### config.mk
export PLATFORM = sky130hd
export DESIGN_NAME = keystroke_script_to_hid_reports
export DESIGN_NICKNAME = d
export VERILOG_FILES = /design/src/rtl/core/ksh_pkg.sv /design/src/rtl/core/keystroke_script_to_hid_reports.sv
export SDC_FILE = /design/constraint.sdc
export NUM_CORES = 1
export LEC_CHECK = 0
export BUFFER_PORTS_ARGS = -buffer_cell sky130_fd_sc_hd__buf_4
export CAP_MARGIN = 25
export CORE_MARGIN = 2
export CORE_UTILIZATION = 25
export DETAILED_ROUTE_END_ITERATION = 8
export PLACE_DENSITY = 0.4
export SYNTH_ARGS = -nofsm -noshare
export SYNTH_HDL_FRONTEND = slang
export SYNTH_SLANG_ARGS = --single-unit
### constraint.sdc
create_clock -name clk -period 8.3 [get_ports clk]
set_input_delay 1.66 -clock clk [delete_from_list [all_inputs] [get_ports clk]]
set_output_delay 1.66 -clock clk [all_outputs]
set_load 0.03 [all_outputs]
### src/rtl/core/ksh_pkg.sv
// Shared types, keyword text and HID usage lookups for the keystroke script parser.
// No dependencies; imported by keystroke_script_to_hid_reports.
`default_nettype none

package ksh_pkg;

  localparam int NUM_KW     = 12;
  localparam int DELAY_MS_W = 24;
  localparam int KW_CHARS   = 9;

  // Keyword indexes, lowest index wins when two complete on the same byte.
  localparam int KW_REM       = 0;
  localparam int KW_DELAY     = 1;
  localparam int KW_STRING    = 2;
  localparam int KW_GUI       = 3;
  localparam int KW_ENTER     = 4;
  localparam int KW_ESC       = 5;
  localparam int KW_BACKSPACE = 6;
  localparam int KW_TAB       = 7;
  localparam int KW_CTRL      = 8;
  localparam int KW_SHIFT     = 9;
  localparam int KW_ALT       = 10;
  localparam int KW_CTRLALT   = 11;

  localparam logic [3:0] MOD_NONE  = 4'h0;
  localparam logic [3:0] MOD_CTRL  = 4'h1;
  localparam logic [3:0] MOD_SHIFT = 4'h2;
  localparam logic [3:0] MOD_ALT   = 4'h4;
  localparam logic [3:0] MOD_GUI   = 4'h8;

  localparam logic [7:0] USAGE_NONE      = 8'h00;
  localparam logic [7:0] USAGE_ENTER     = 8'h28;
  localparam logic [7:0] USAGE_ESC       = 8'h29;
  localparam logic [7:0] USAGE_BACKSPACE = 8'h2A;
  localparam logic [7:0] USAGE_TAB       = 8'h2B;

  localparam logic [7:0] CH_TAB   = 8'h09;
  localparam logic [7:0] CH_LF    = 8'h0A;
  localparam logic [7:0] CH_VT    = 8'h0B;
  localparam logic [7:0] CH_FF    = 8'h0C;
  localparam logic [7:0] CH_CR    = 8'h0D;
  localparam logic [7:0] CH_SPACE = 8'h20;

  localparam logic REPORT_KEY   = 1'b0;
  localparam logic REPORT_DELAY = 1'b1;

  typedef struct packed {
    logic                  kind;
    logic [DELAY_MS_W-1:0] delay_ms;
    logic [7:0]            key;
    logic [3:0]            mods;
  } hid_report_t;

  // Keyword text, left justified, zero padded to nine characters.
  function automatic logic [8*KW_CHARS-1:0] kw_text(input int k);
    logic [8*KW_CHARS-1:0] s;
    case (k)
      KW_REM:       s = {"REM", 48'd0};
      KW_DELAY:     s = {"DELAY ", 24'd0};
      KW_STRING:    s = {"STRING ", 16'd0};
      KW_GUI:       s = {"GUI", 48'd0};
      KW_ENTER:     s = {"ENTER", 32'd0};
      KW_ESC:       s = {"ESC", 48'd0};
      KW_BACKSPACE: s = "BACKSPACE";
      KW_TAB:       s = {"TAB", 48'd0};
      KW_CTRL:      s = {"CTRL", 40'd0};
      KW_SHIFT:     s = {"SHIFT", 32'd0};
      KW_ALT:       s = {"ALT", 48'd0};
      KW_CTRLALT:   s = {"CTRL-ALT", 8'd0};
      default:      s = '0;
    endcase
    return s;
  endfunction

  function automatic logic [3:0] kw_len(input int k);
    logic [3:0] n;
    case (k)
      KW_REM, KW_GUI, KW_ESC, KW_TAB, KW_ALT: n = 4'd3;
      KW_CTRL:                                n = 4'd4;
      KW_ENTER, KW_SHIFT:                     n = 4'd5;
      KW_DELAY:                               n = 4'd6;
      KW_STRING:                              n = 4'd7;
      KW_CTRLALT:                             n = 4'd8;
      KW_BACKSPACE:                           n = 4'd9;
      default:                                n = 4'd0;
    endcase
    return n;
  endfunction

  // Character of keyword k at position pos; zero past the end of the keyword.
  function automatic logic [7:0] kw_char(input int k, input logic [3:0] pos);
    logic [8*KW_CHARS-1:0] s;
    logic [7:0]            c;
    s = kw_text(k);
    c = 8'h00;
    for (int i = 0; i < KW_CHARS; i++) begin
      if (pos == 4'(i) && pos < kw_len(k)) c = s[8*(KW_CHARS-1-i) +: 8];
    end
    return c;
  endfunction

  function automatic logic [7:0] letter_usage(input logic [7:0] b);
    logic [7:0] u;
    if (b inside {["A":"Z"]}) u = 8'h04 + (b - "A");
    else if (b inside {["a":"z"]}) u = 8'h04 + (b - "a");
    else u = USAGE_NONE;
    return u;
  endfunction

  // Unshifted US layout; '!' shares the key of '1'.
  function automatic logic [7:0] char_usage(input logic [7:0] b);
    logic [7:0] u;
    if (b inside {["A":"Z"], ["a":"z"]}) u = letter_usage(b);
    else if (b inside {["1":"9"]}) u = 8'h1E + (b - "1");
    else begin
      case (b)
        "0":      u = 8'h27;
        CH_SPACE: u = 8'h2C;
        CH_TAB:   u = 8'h2B;
        "-":      u = 8'h2D;
        "=":      u = 8'h2E;
        "[":      u = 8'h2F;
        "]":      u = 8'h30;
        "\\":     u = 8'h31;
        ";":      u = 8'h33;
        "'":      u = 8'h34;
        ",":      u = 8'h36;
        ".":      u = 8'h37;
        "/":      u = 8'h38;
        "!":      u = 8'h1E;
        default:  u = USAGE_NONE;
      endcase
    end
    return u;
  endfunction

endpackage

`default_nettype wire

### src/rtl/core/keystroke_script_to_hid_reports.sv
// Keystroke script parser: script bytes in, keyboard reports and delay requests out.
// Depends on ksh_pkg for keyword text, usage tables and the report type.
//
//   channel  | dir | tdata (low bit up)                        | tuser        | tlast
//   s_axis   | in  | script_byte[7:0]                          | -            | end_of_script
//   m_axis   | out | modifier_bits[3:0], key_usage[7:0],       | report_kind  | -
//            |     | delay_ms[23:0], 4 zero bits               |              |
//
// One script byte is taken per cycle while tready is high; its report, if any, is
// registered for m_axis. The cost per byte is one pass through the keyword compare
// and the delay multiply-add. A two-entry output (register plus skid) lets input
// beats continue while one report waits; tready drops only when both are full.
// rst is synchronous and puts the parser at line start with both output slots empty.
`default_nettype none

module keystroke_script_to_hid_reports
  import ksh_pkg::*;
#(
  parameter int DELAY_BITS = 24
) (
  input  wire logic        clk,
  input  wire logic        rst,
  input  wire logic        s_axis_tvalid,
  output      logic        s_axis_tready,
  input  wire logic [7:0]  s_axis_tdata,   // script_byte[7:0]
  input  wire logic        s_axis_tlast,   // end_of_script
  output      logic        m_axis_tvalid,
  input  wire logic        m_axis_tready,
  output      logic [39:0] m_axis_tdata,   // modifier_bits[3:0], key_usage[7:0],
                                           // delay_ms[23:0], zero pad[3:0]
  output      logic        m_axis_tuser    // report_kind
);

  localparam logic [3:0] PH_START       = 4'd0;
  localparam logic [3:0] PH_MATCH       = 4'd1;
  localparam logic [3:0] PH_IGNORE      = 4'd2;
  localparam logic [3:0] PH_DLY_WS      = 4'd3;
  localparam logic [3:0] PH_DLY_DIG     = 4'd4;
  localparam logic [3:0] PH_DLY_DONE    = 4'd5;
  localparam logic [3:0] PH_STR         = 4'd6;
  localparam logic [3:0] PH_KEY_GUI     = 4'd7;
  localparam logic [3:0] PH_KEY_CTRL    = 4'd8;
  localparam logic [3:0] PH_KEY_SHIFT   = 4'd9;
  localparam logic [3:0] PH_KEY_ALT     = 4'd10;
  localparam logic [3:0] PH_KEY_CTRLALT = 4'd11;

  localparam logic [NUM_KW-1:0] ALL_CANDS = {NUM_KW{1'b1}};
  localparam logic [DELAY_BITS-1:0] DELAY_CAP =
    (DELAY_BITS >= DELAY_MS_W) ? DELAY_BITS'({DELAY_MS_W{1'b1}}) : {DELAY_BITS{1'b1}};

  logic [3:0]            line_phase, line_phase_next;
  logic [3:0]            keyword_position, keyword_position_next;
  logic [NUM_KW-1:0]     keyword_candidates, keyword_candidates_next;
  logic [DELAY_BITS-1:0] delay_total, delay_total_next;
  logic                  delay_negative, delay_negative_next;

  hid_report_t out_rep, skid_rep, res_rep;
  logic        out_valid, skid_valid, res_valid;

  logic       s_accept;
  logic [7:0] b;
  logic       is_blank, is_digit;
  logic [7:0] letter;

  logic [NUM_KW-1:0] live, complete;
  logic              have_complete;
  logic [3:0]        first_k;

  logic [DELAY_BITS+3:0] dsum;
  logic [DELAY_BITS-1:0] dsat;

  // Result of processing the byte itself, before line end handling.
  logic [3:0]            p_phase, p_pos;
  logic [NUM_KW-1:0]     p_cands;
  logic [DELAY_BITS-1:0] p_total;
  logic                  p_neg, p_hit;
  logic [3:0]            p_mod;
  logic [7:0]            p_key;

  logic [3:0]            el_phase;
  logic [DELAY_BITS-1:0] el_total;
  logic                  el_neg, end_now;

  assign b        = s_axis_tdata;
  assign s_accept = s_axis_tvalid && s_axis_tready;
  assign is_blank = (b == CH_SPACE) || (b == CH_TAB);
  assign is_digit = b inside {["0":"9"]};
  assign letter   = letter_usage(b);

  always_comb begin
    live          = '0;
    complete      = '0;
    have_complete = 1'b0;
    first_k       = '0;
    for (int k = 0; k < NUM_KW; k++) begin
      live[k]     = keyword_candidates[k] && (keyword_position < kw_len(k)) &&
                    (kw_char(k, keyword_position) == b);
      complete[k] = live[k] && (kw_len(k) == keyword_position + 4'd1);
    end
    for (int k = NUM_KW - 1; k >= 0; k--) begin
      if (complete[k]) begin
        have_complete = 1'b1;
        first_k       = 4'(k);
      end
    end
  end

  // Running decimal value, saturated at the cap: total * 10 + digit.
  always_comb begin
    dsum = ({4'd0, delay_total} << 3) + ({4'd0, delay_total} << 1) +
           (DELAY_BITS+4)'(b[3:0]);
    dsat = (dsum > {4'd0, DELAY_CAP}) ? DELAY_CAP : dsum[DELAY_BITS-1:0];
  end

  always_comb begin
    p_phase = line_phase;
    p_pos   = keyword_position;
    p_cands = keyword_candidates;
    p_total = delay_total;
    p_neg   = delay_negative;
    p_hit   = 1'b0;
    p_mod   = MOD_NONE;
    p_key   = USAGE_NONE;
    case (line_phase)
      PH_START, PH_MATCH: begin
        if (!(line_phase == PH_START && is_blank)) begin
          p_phase = PH_MATCH;
          if (keyword_position == 4'd4 && keyword_candidates[KW_CTRL]) begin
            // "CTRL" is complete; a dash keeps only CTRL-ALT alive.
            if (b == "-" && keyword_candidates[KW_CTRLALT]) begin
              p_cands = '0;
              p_cands[KW_CTRLALT] = 1'b1;
              p_pos   = 4'd5;
            end else begin
              p_phase = PH_KEY_CTRL;
              if (!is_blank) begin
                p_phase = PH_IGNORE;
                if (letter != USAGE_NONE) begin
                  p_hit = 1'b1;
                  p_mod = MOD_CTRL;
                  p_key = letter;
                end
              end
            end
          end else begin
            p_pos   = keyword_position + 4'd1;
            p_cands = live;
            if (live == '0) begin
              p_phase = PH_IGNORE;
            end else if (have_complete) begin
              case (first_k)
                4'(KW_CTRL):    p_phase = PH_MATCH;
                4'(KW_REM):     p_phase = PH_IGNORE;
                4'(KW_DELAY):   p_phase = PH_DLY_WS;
                4'(KW_STRING):  p_phase = PH_STR;
                4'(KW_GUI):     p_phase = PH_KEY_GUI;
                4'(KW_SHIFT):   p_phase = PH_KEY_SHIFT;
                4'(KW_ALT):     p_phase = PH_KEY_ALT;
                4'(KW_CTRLALT): p_phase = PH_KEY_CTRLALT;
                4'(KW_ENTER): begin
                  p_phase = PH_IGNORE;
                  p_hit   = 1'b1;
                  p_key   = USAGE_ENTER;
                end
                4'(KW_ESC): begin
                  p_phase = PH_IGNORE;
                  p_hit   = 1'b1;
                  p_key   = USAGE_ESC;
                end
                4'(KW_BACKSPACE): begin
                  p_phase = PH_IGNORE;
                  p_hit   = 1'b1;
                  p_key   = USAGE_BACKSPACE;
                end
                default: begin
                  p_phase = PH_IGNORE;
                  p_hit   = 1'b1;
                  p_key   = USAGE_TAB;
                end
              endcase
            end
          end
        end
      end
      PH_DLY_WS: begin
        if (b inside {CH_SPACE, CH_TAB, CH_VT, CH_FF, CH_CR}) begin
          p_phase = PH_DLY_WS;
        end else if (b == "+") begin
          p_phase = PH_DLY_DIG;
        end else if (b == "-") begin
          p_neg   = 1'b1;
          p_phase = PH_DLY_DIG;
        end else if (is_digit) begin
          p_total = dsat;
          p_phase = PH_DLY_DIG;
        end else begin
          p_phase = PH_DLY_DONE;
        end
      end
      PH_DLY_DIG: begin
        if (is_digit) p_total = dsat;
        else p_phase = PH_DLY_DONE;
      end
      PH_STR: begin
        p_key = char_usage(b);
        p_hit = (p_key != USAGE_NONE);
      end
      PH_KEY_GUI, PH_KEY_CTRL, PH_KEY_SHIFT, PH_KEY_ALT, PH_KEY_CTRLALT: begin
        if (!is_blank) begin
          p_phase = PH_IGNORE;
          if (letter != USAGE_NONE) begin
            p_hit = 1'b1;
            p_key = letter;
            case (line_phase)
              PH_KEY_GUI:   p_mod = MOD_GUI;
              PH_KEY_CTRL:  p_mod = MOD_CTRL;
              PH_KEY_SHIFT: p_mod = MOD_SHIFT;
              PH_KEY_ALT:   p_mod = MOD_ALT;
              default:      p_mod = MOD_CTRL | MOD_ALT;
            endcase
          end
        end
      end
      default: begin
        p_phase = line_phase;
      end
    endcase
  end

  // A newline ends the line on the state it found; the final byte of a script
  // ends it after the byte has been handled, with no delay request if it made a report.
  always_comb begin
    end_now  = (b == CH_LF) || (s_axis_tlast && !p_hit);
    el_phase = (b == CH_LF) ? line_phase : p_phase;
    el_total = (b == CH_LF) ? delay_total : p_total;
    el_neg   = (b == CH_LF) ? delay_negative : p_neg;

    line_phase_next         = p_phase;
    keyword_position_next   = p_pos;
    keyword_candidates_next = p_cands;
    delay_total_next        = p_total;
    delay_negative_next     = p_neg;

    res_rep.kind     = REPORT_KEY;
    res_rep.mods     = p_mod;
    res_rep.key      = p_key;
    res_rep.delay_ms = '0;
    res_valid        = s_accept && p_hit && (b != CH_LF);

    if (end_now || (s_axis_tlast && p_hit)) begin
      line_phase_next         = PH_START;
      keyword_position_next   = '0;
      keyword_candidates_next = ALL_CANDS;
      delay_total_next        = '0;
      delay_negative_next     = 1'b0;
    end
    if (end_now) begin
      res_valid        = s_accept &&
                         (el_phase inside {PH_DLY_WS, PH_DLY_DIG, PH_DLY_DONE}) &&
                         !el_neg && (el_total != '0);
      res_rep.kind     = REPORT_DELAY;
      res_rep.mods     = MOD_NONE;
      res_rep.key      = USAGE_NONE;
      res_rep.delay_ms = DELAY_MS_W'(el_total);
    end
  end

  always_ff @(posedge clk) begin
    if (rst) begin
      line_phase         <= PH_START;
      keyword_position   <= '0;
      keyword_candidates <= ALL_CANDS;
      delay_total        <= '0;
      delay_negative     <= 1'b0;
    end else if (s_accept) begin
      line_phase         <= line_phase_next;
      keyword_position   <= keyword_position_next;
      keyword_candidates <= keyword_candidates_next;
      delay_total        <= delay_total_next;
      delay_negative     <= delay_negative_next;
    end
  end

  // Input is only taken while the skid slot is free, so a full skid never
  // competes with a new report.
  assign s_axis_tready = !skid_valid;

  always_ff @(posedge clk) begin
    if (rst) begin
      out_valid  <= 1'b0;
      skid_valid <= 1'b0;
    end else if (!out_valid || m_axis_tready) begin
      if (skid_valid) begin
        out_valid  <= 1'b1;
        skid_valid <= 1'b0;
      end else begin
        out_valid <= res_valid;
      end
    end else if (res_valid) begin
      skid_valid <= 1'b1;
    end
  end

  always_ff @(posedge clk) begin
    if (!out_valid || m_axis_tready) begin
      out_rep <= skid_valid ? skid_rep : res_rep;
    end else if (res_valid) begin
      skid_rep <= res_rep;
    end
  end

  assign m_axis_tvalid = out_valid;
  assign m_axis_tdata  = {4'd0, out_rep.delay_ms, out_rep.key, out_rep.mods};
  assign m_axis_tuser  = out_rep.kind;

  a_skid_behind_out: assert property (@(posedge clk) disable iff (rst)
    skid_valid |-> out_valid)
    else $error("skid slot holds a beat while the output slot is empty");

  a_delay_clean: assert property (@(posedge clk) disable iff (rst)
    (m_axis_tvalid && m_axis_tuser) |-> (m_axis_tdata[11:0] == 12'd0))
    else $error("delay request carries key or modifier bits");

  a_key_clean: assert property (@(posedge clk) disable iff (rst)
    (m_axis_tvalid && !m_axis_tuser) |-> (m_axis_tdata[39:12] == 28'd0))
    else $error("keyboard report carries a delay value");

  a_restart: assert property (@(posedge clk) disable iff (rst)
    (s_accept && s_axis_tlast) |=>
      (line_phase == PH_START && keyword_position == 4'd0 &&
       keyword_candidates == ALL_CANDS && delay_total == '0))
    else $error("parser not back at line start after the final script byte");

  a_delay_capped: assert property (@(posedge clk) disable iff (rst)
    delay_total <= DELAY_CAP)
    else $error("delay accumulator above its saturation value");

endmodule

`default_nettype wire

==> results.toml <==
[run_status]
status = "finished, final reports clean"

[placement]
dpl_worst_slack_ns = 1.16
dp_hpwl_um = 26600
port_buffers = 51
gp_congestion = 0.881
dp_cells = 1791

[route]
antenna_left = 0
wl_um = 36200
first_pass_iters = 5
post-route-drc-count = 0
drt_iter0_markers = 889
vias = 9920
vias_per_cell = 5.44
wl_per_cell_um = 19.9

[floorplanning]
dieArea_um2 = 43200
core_um2 = 40900
rows = 74
die_h_um = 208
fp.dieW_um = 208
pin_count = 56
initial_core_util = 0.254

[critical_path]
rrSetupSlack_ns = 2.24
r2r-end = "skid_rep[27]"
critical_path_class = "input port to flop"
reg2reg_from = "keyword_position[0]"
endpoint_kind = "flop"
startpoint_type = "input port"
crit_required_ns = 8.41
reg2reg_depth = 16
critPathMaxFanout = 37
cp.arrival_ns = 6.84

[clock_tree]
cts_tree = "done"
post_cts_buffers = 0
cts_htree_levels = 4
ctsHoldBuffers = 0
cts.path.max_buffers = 2
cts.sinks = 121
cts_resized = 0
numCtsBuffers = 17
clkTransAtPathRegs_ns = 0.06
clk_latency_ns = 0.42
root_buffer = "clkbuf_16"

[global_routing]
gr-total-overflow = 0
grt_pass1_vias = 9462
antenna_found_initial = 0
grtUsageTotal = 0.166
grt_first_pass_wirelength_um = 57400
grt_max_degree = 48

[finish]
finish.utilization = 0.289
final_cells = 1823
area_delta_synth_final_pct = 13.9
drive_gt1_frac = 0.131
fillCellCount = 4439
final_nets = 1349
n_antenna_cell = 0

[synthesis]
avgSynthCellArea_um2 = 8.17
synth_compound_area_frac = 0.244
synth_largest_area_cell = "edfxtp_1"
yosysSeqAreaShare = 0.304
ys_warn_count = 0
synth_commonest_cells = "nor2_1, a21oi_1, nand2_1"
synth_xor_area_frac = 0.0464
synth_cell_types = 96
synth_top_family_by_area = "simple AND/OR/NAND/NOR gates"
synthMuxAreaShare = 0.0290
async_reset_ff_frac = 0
synth_fa_ha_area_frac = 0.0713
synthSimpleGateAreaFrac = 0.254
yosysTopAreaCellShare = 0.214
synthCells = 1272
yosysMostFrequentCell = "nor2_1"
synthTopCellsByArea = "edfxtp_1, dfxtp_1, ha_1"
synthFlopType = "edfxtp_1"
syn_area_um2 = 10400
synth-seq-cells = 121
synth-edff-count = 74

[sta]
clock_skew_ns = 0.0131
finalSetupViolCount = 0
slew_violations = 0
rsz0062_at_grt = "no"
setup_slack_ns = 1.57
hold_ws_ns = 0.501
min_period_ns = 6.73
clock.fmax_ghz = 0.148
tightest_slew_ns = 0.988
slew_headroom = 0.332
hold_violations = 0
period_share = 0.811
fin_setup_tns_ns = 0

[hold_path]
holdPathEnd = "keyword_candidates[10]"
hold_depth = 2
min-delay-start = "keyword_candidates[10]"
hold_class = "flop to flop"

[pwr]
p_leak_nw = 4.57
peakVddDrop_v = 0.0000882
power_density_nw_per_um2 = 135

[job]
max_cap_viol_count = 0
-- worst max-delay path by stage --
stage                          from            to  slack, ns  cells after the start
detailed placement  s_axis_tdata[3]  skid_rep[23]       1.16                     18
global placement    s_axis_tdata[3]  skid_rep[23]       1.29                     18
finish              s_axis_tdata[3]  skid_rep[27]       1.57                     18
CTS                 s_axis_tdata[3]   skid_rep[0]       1.56                     18
global route        s_axis_tdata[2]  skid_rep[15]       1.10                     19
floorplan           s_axis_tdata[3]   skid_rep[0]       1.12                     16
-- layout make-up --
cell class / instances / area, µm² / area share
multi-input cells: 1031 / 6750 / 0.570
flip-flops and latches: 121 / 3160 / 0.267
well taps: 532 / 666 / 0.0562
repair buffers: 70 / 526 / 0.0444
clock buffers: 21 / 450 / 0.0381
clock inverters: 11 / 148 / 0.0125
inverters: 37 / 139 / 0.0117
-- routing by layer --
layer	global-route usage	routed length [µm]	vias up
met5	0	0	-
met1	0.242	17800	4776
li1	-	-	4755
met4	0.0438	632	0
met3	0.0239	1930	41
met2	0.256	15900	348
-- cell usage in the layout (no fill, tap or decap), types with 7 or more instances in the layout --
cell type	n
mux2_2	25
edfxtp_1	74
xnor2_1	41
o21bai_1	11
buf_4	70
a22oi_1	12
nand3_1	29
a211oi_1	18
and3_1	10
a2111oi_0	9
o31ai_1	13
xor2_1	14
nand2b_1	26
o22ai_1	17
ha_1	56
a21o_1	15
inv_1	29
nor3_1	49
nand4_1	14
a21boi_0	8
or2_2	7
and2_1	17
and4_1	8
nor2_1	161
o211ai_1	9
clkbuf_16	17
nor3_2	8
a31oi_1	21
or3_1	13
o21ai_1	10
nor2b_1	15
dfxtp_1	47
a21oi_1	93
nand2_1	93
o21a_1	7
o21ai_0	55
nor4_1	14
-- state kept, by name, summed over array words and instances, names as in the netlist --
| register | cells |
|---|---|
| keyword_candidates | 12 |
| delay_total | 24 |
| skid_valid | 1 |
| line_phase | 4 |
| m_axis_tvalid | 1 |
| delay_negative | 1 |
| keyword_position | 4 |
| skid_rep | 37 |
| m_axis_tuser | 1 |
| m_axis_tdata | 36 |
-- cells by family (layout without fill, tap and decap cells) --
family | count (synthesis) | after routing
flops | 121 | 121
mux | 27 | 27
fa+ha+maj | 58 | 58
compound gates | 375 | 375
buf+inv | 125 | 139
xor+xnor | 55 | 55
simple gates | 510 | 510
other cells | 1 | 6
-- per-stage QoR --
stage	power (W)	area, µm²
finish	0.00160	11800
global route	0.00167	11800
global placement	0.000843	11200
floorplan	0.000790	10400
detailed placement	0.000842	11200
CTS	0.00161	11800
-- worst max-delay path, stage by stage --
cell and delay [ns]:
buf_4 0.14, fa_1 0.56, inv_1 0.07, fa_1 0.45
nor2b_1 0.18, o2111ai_1 0.19, a2111oi_0 0.49, buf_4 0.20
o31a_1 0.23, or3_1 0.15, o211ai_1 0.31, a2111oi_0 0.78
nor2_1 0.13, nor4b_1 0.34, nand4b_1 0.27, a21oi_1 0.28
a311oi_4 0.07, buf_4 0.31
-- where the power goes --
group          switching [W]  internal, W
registers         0.00000620     0.000636
logic               0.000126    0.0000642
clock network       0.000286     0.000480
total               0.000418      0.00118
Power figures use the tool's default switching activity.
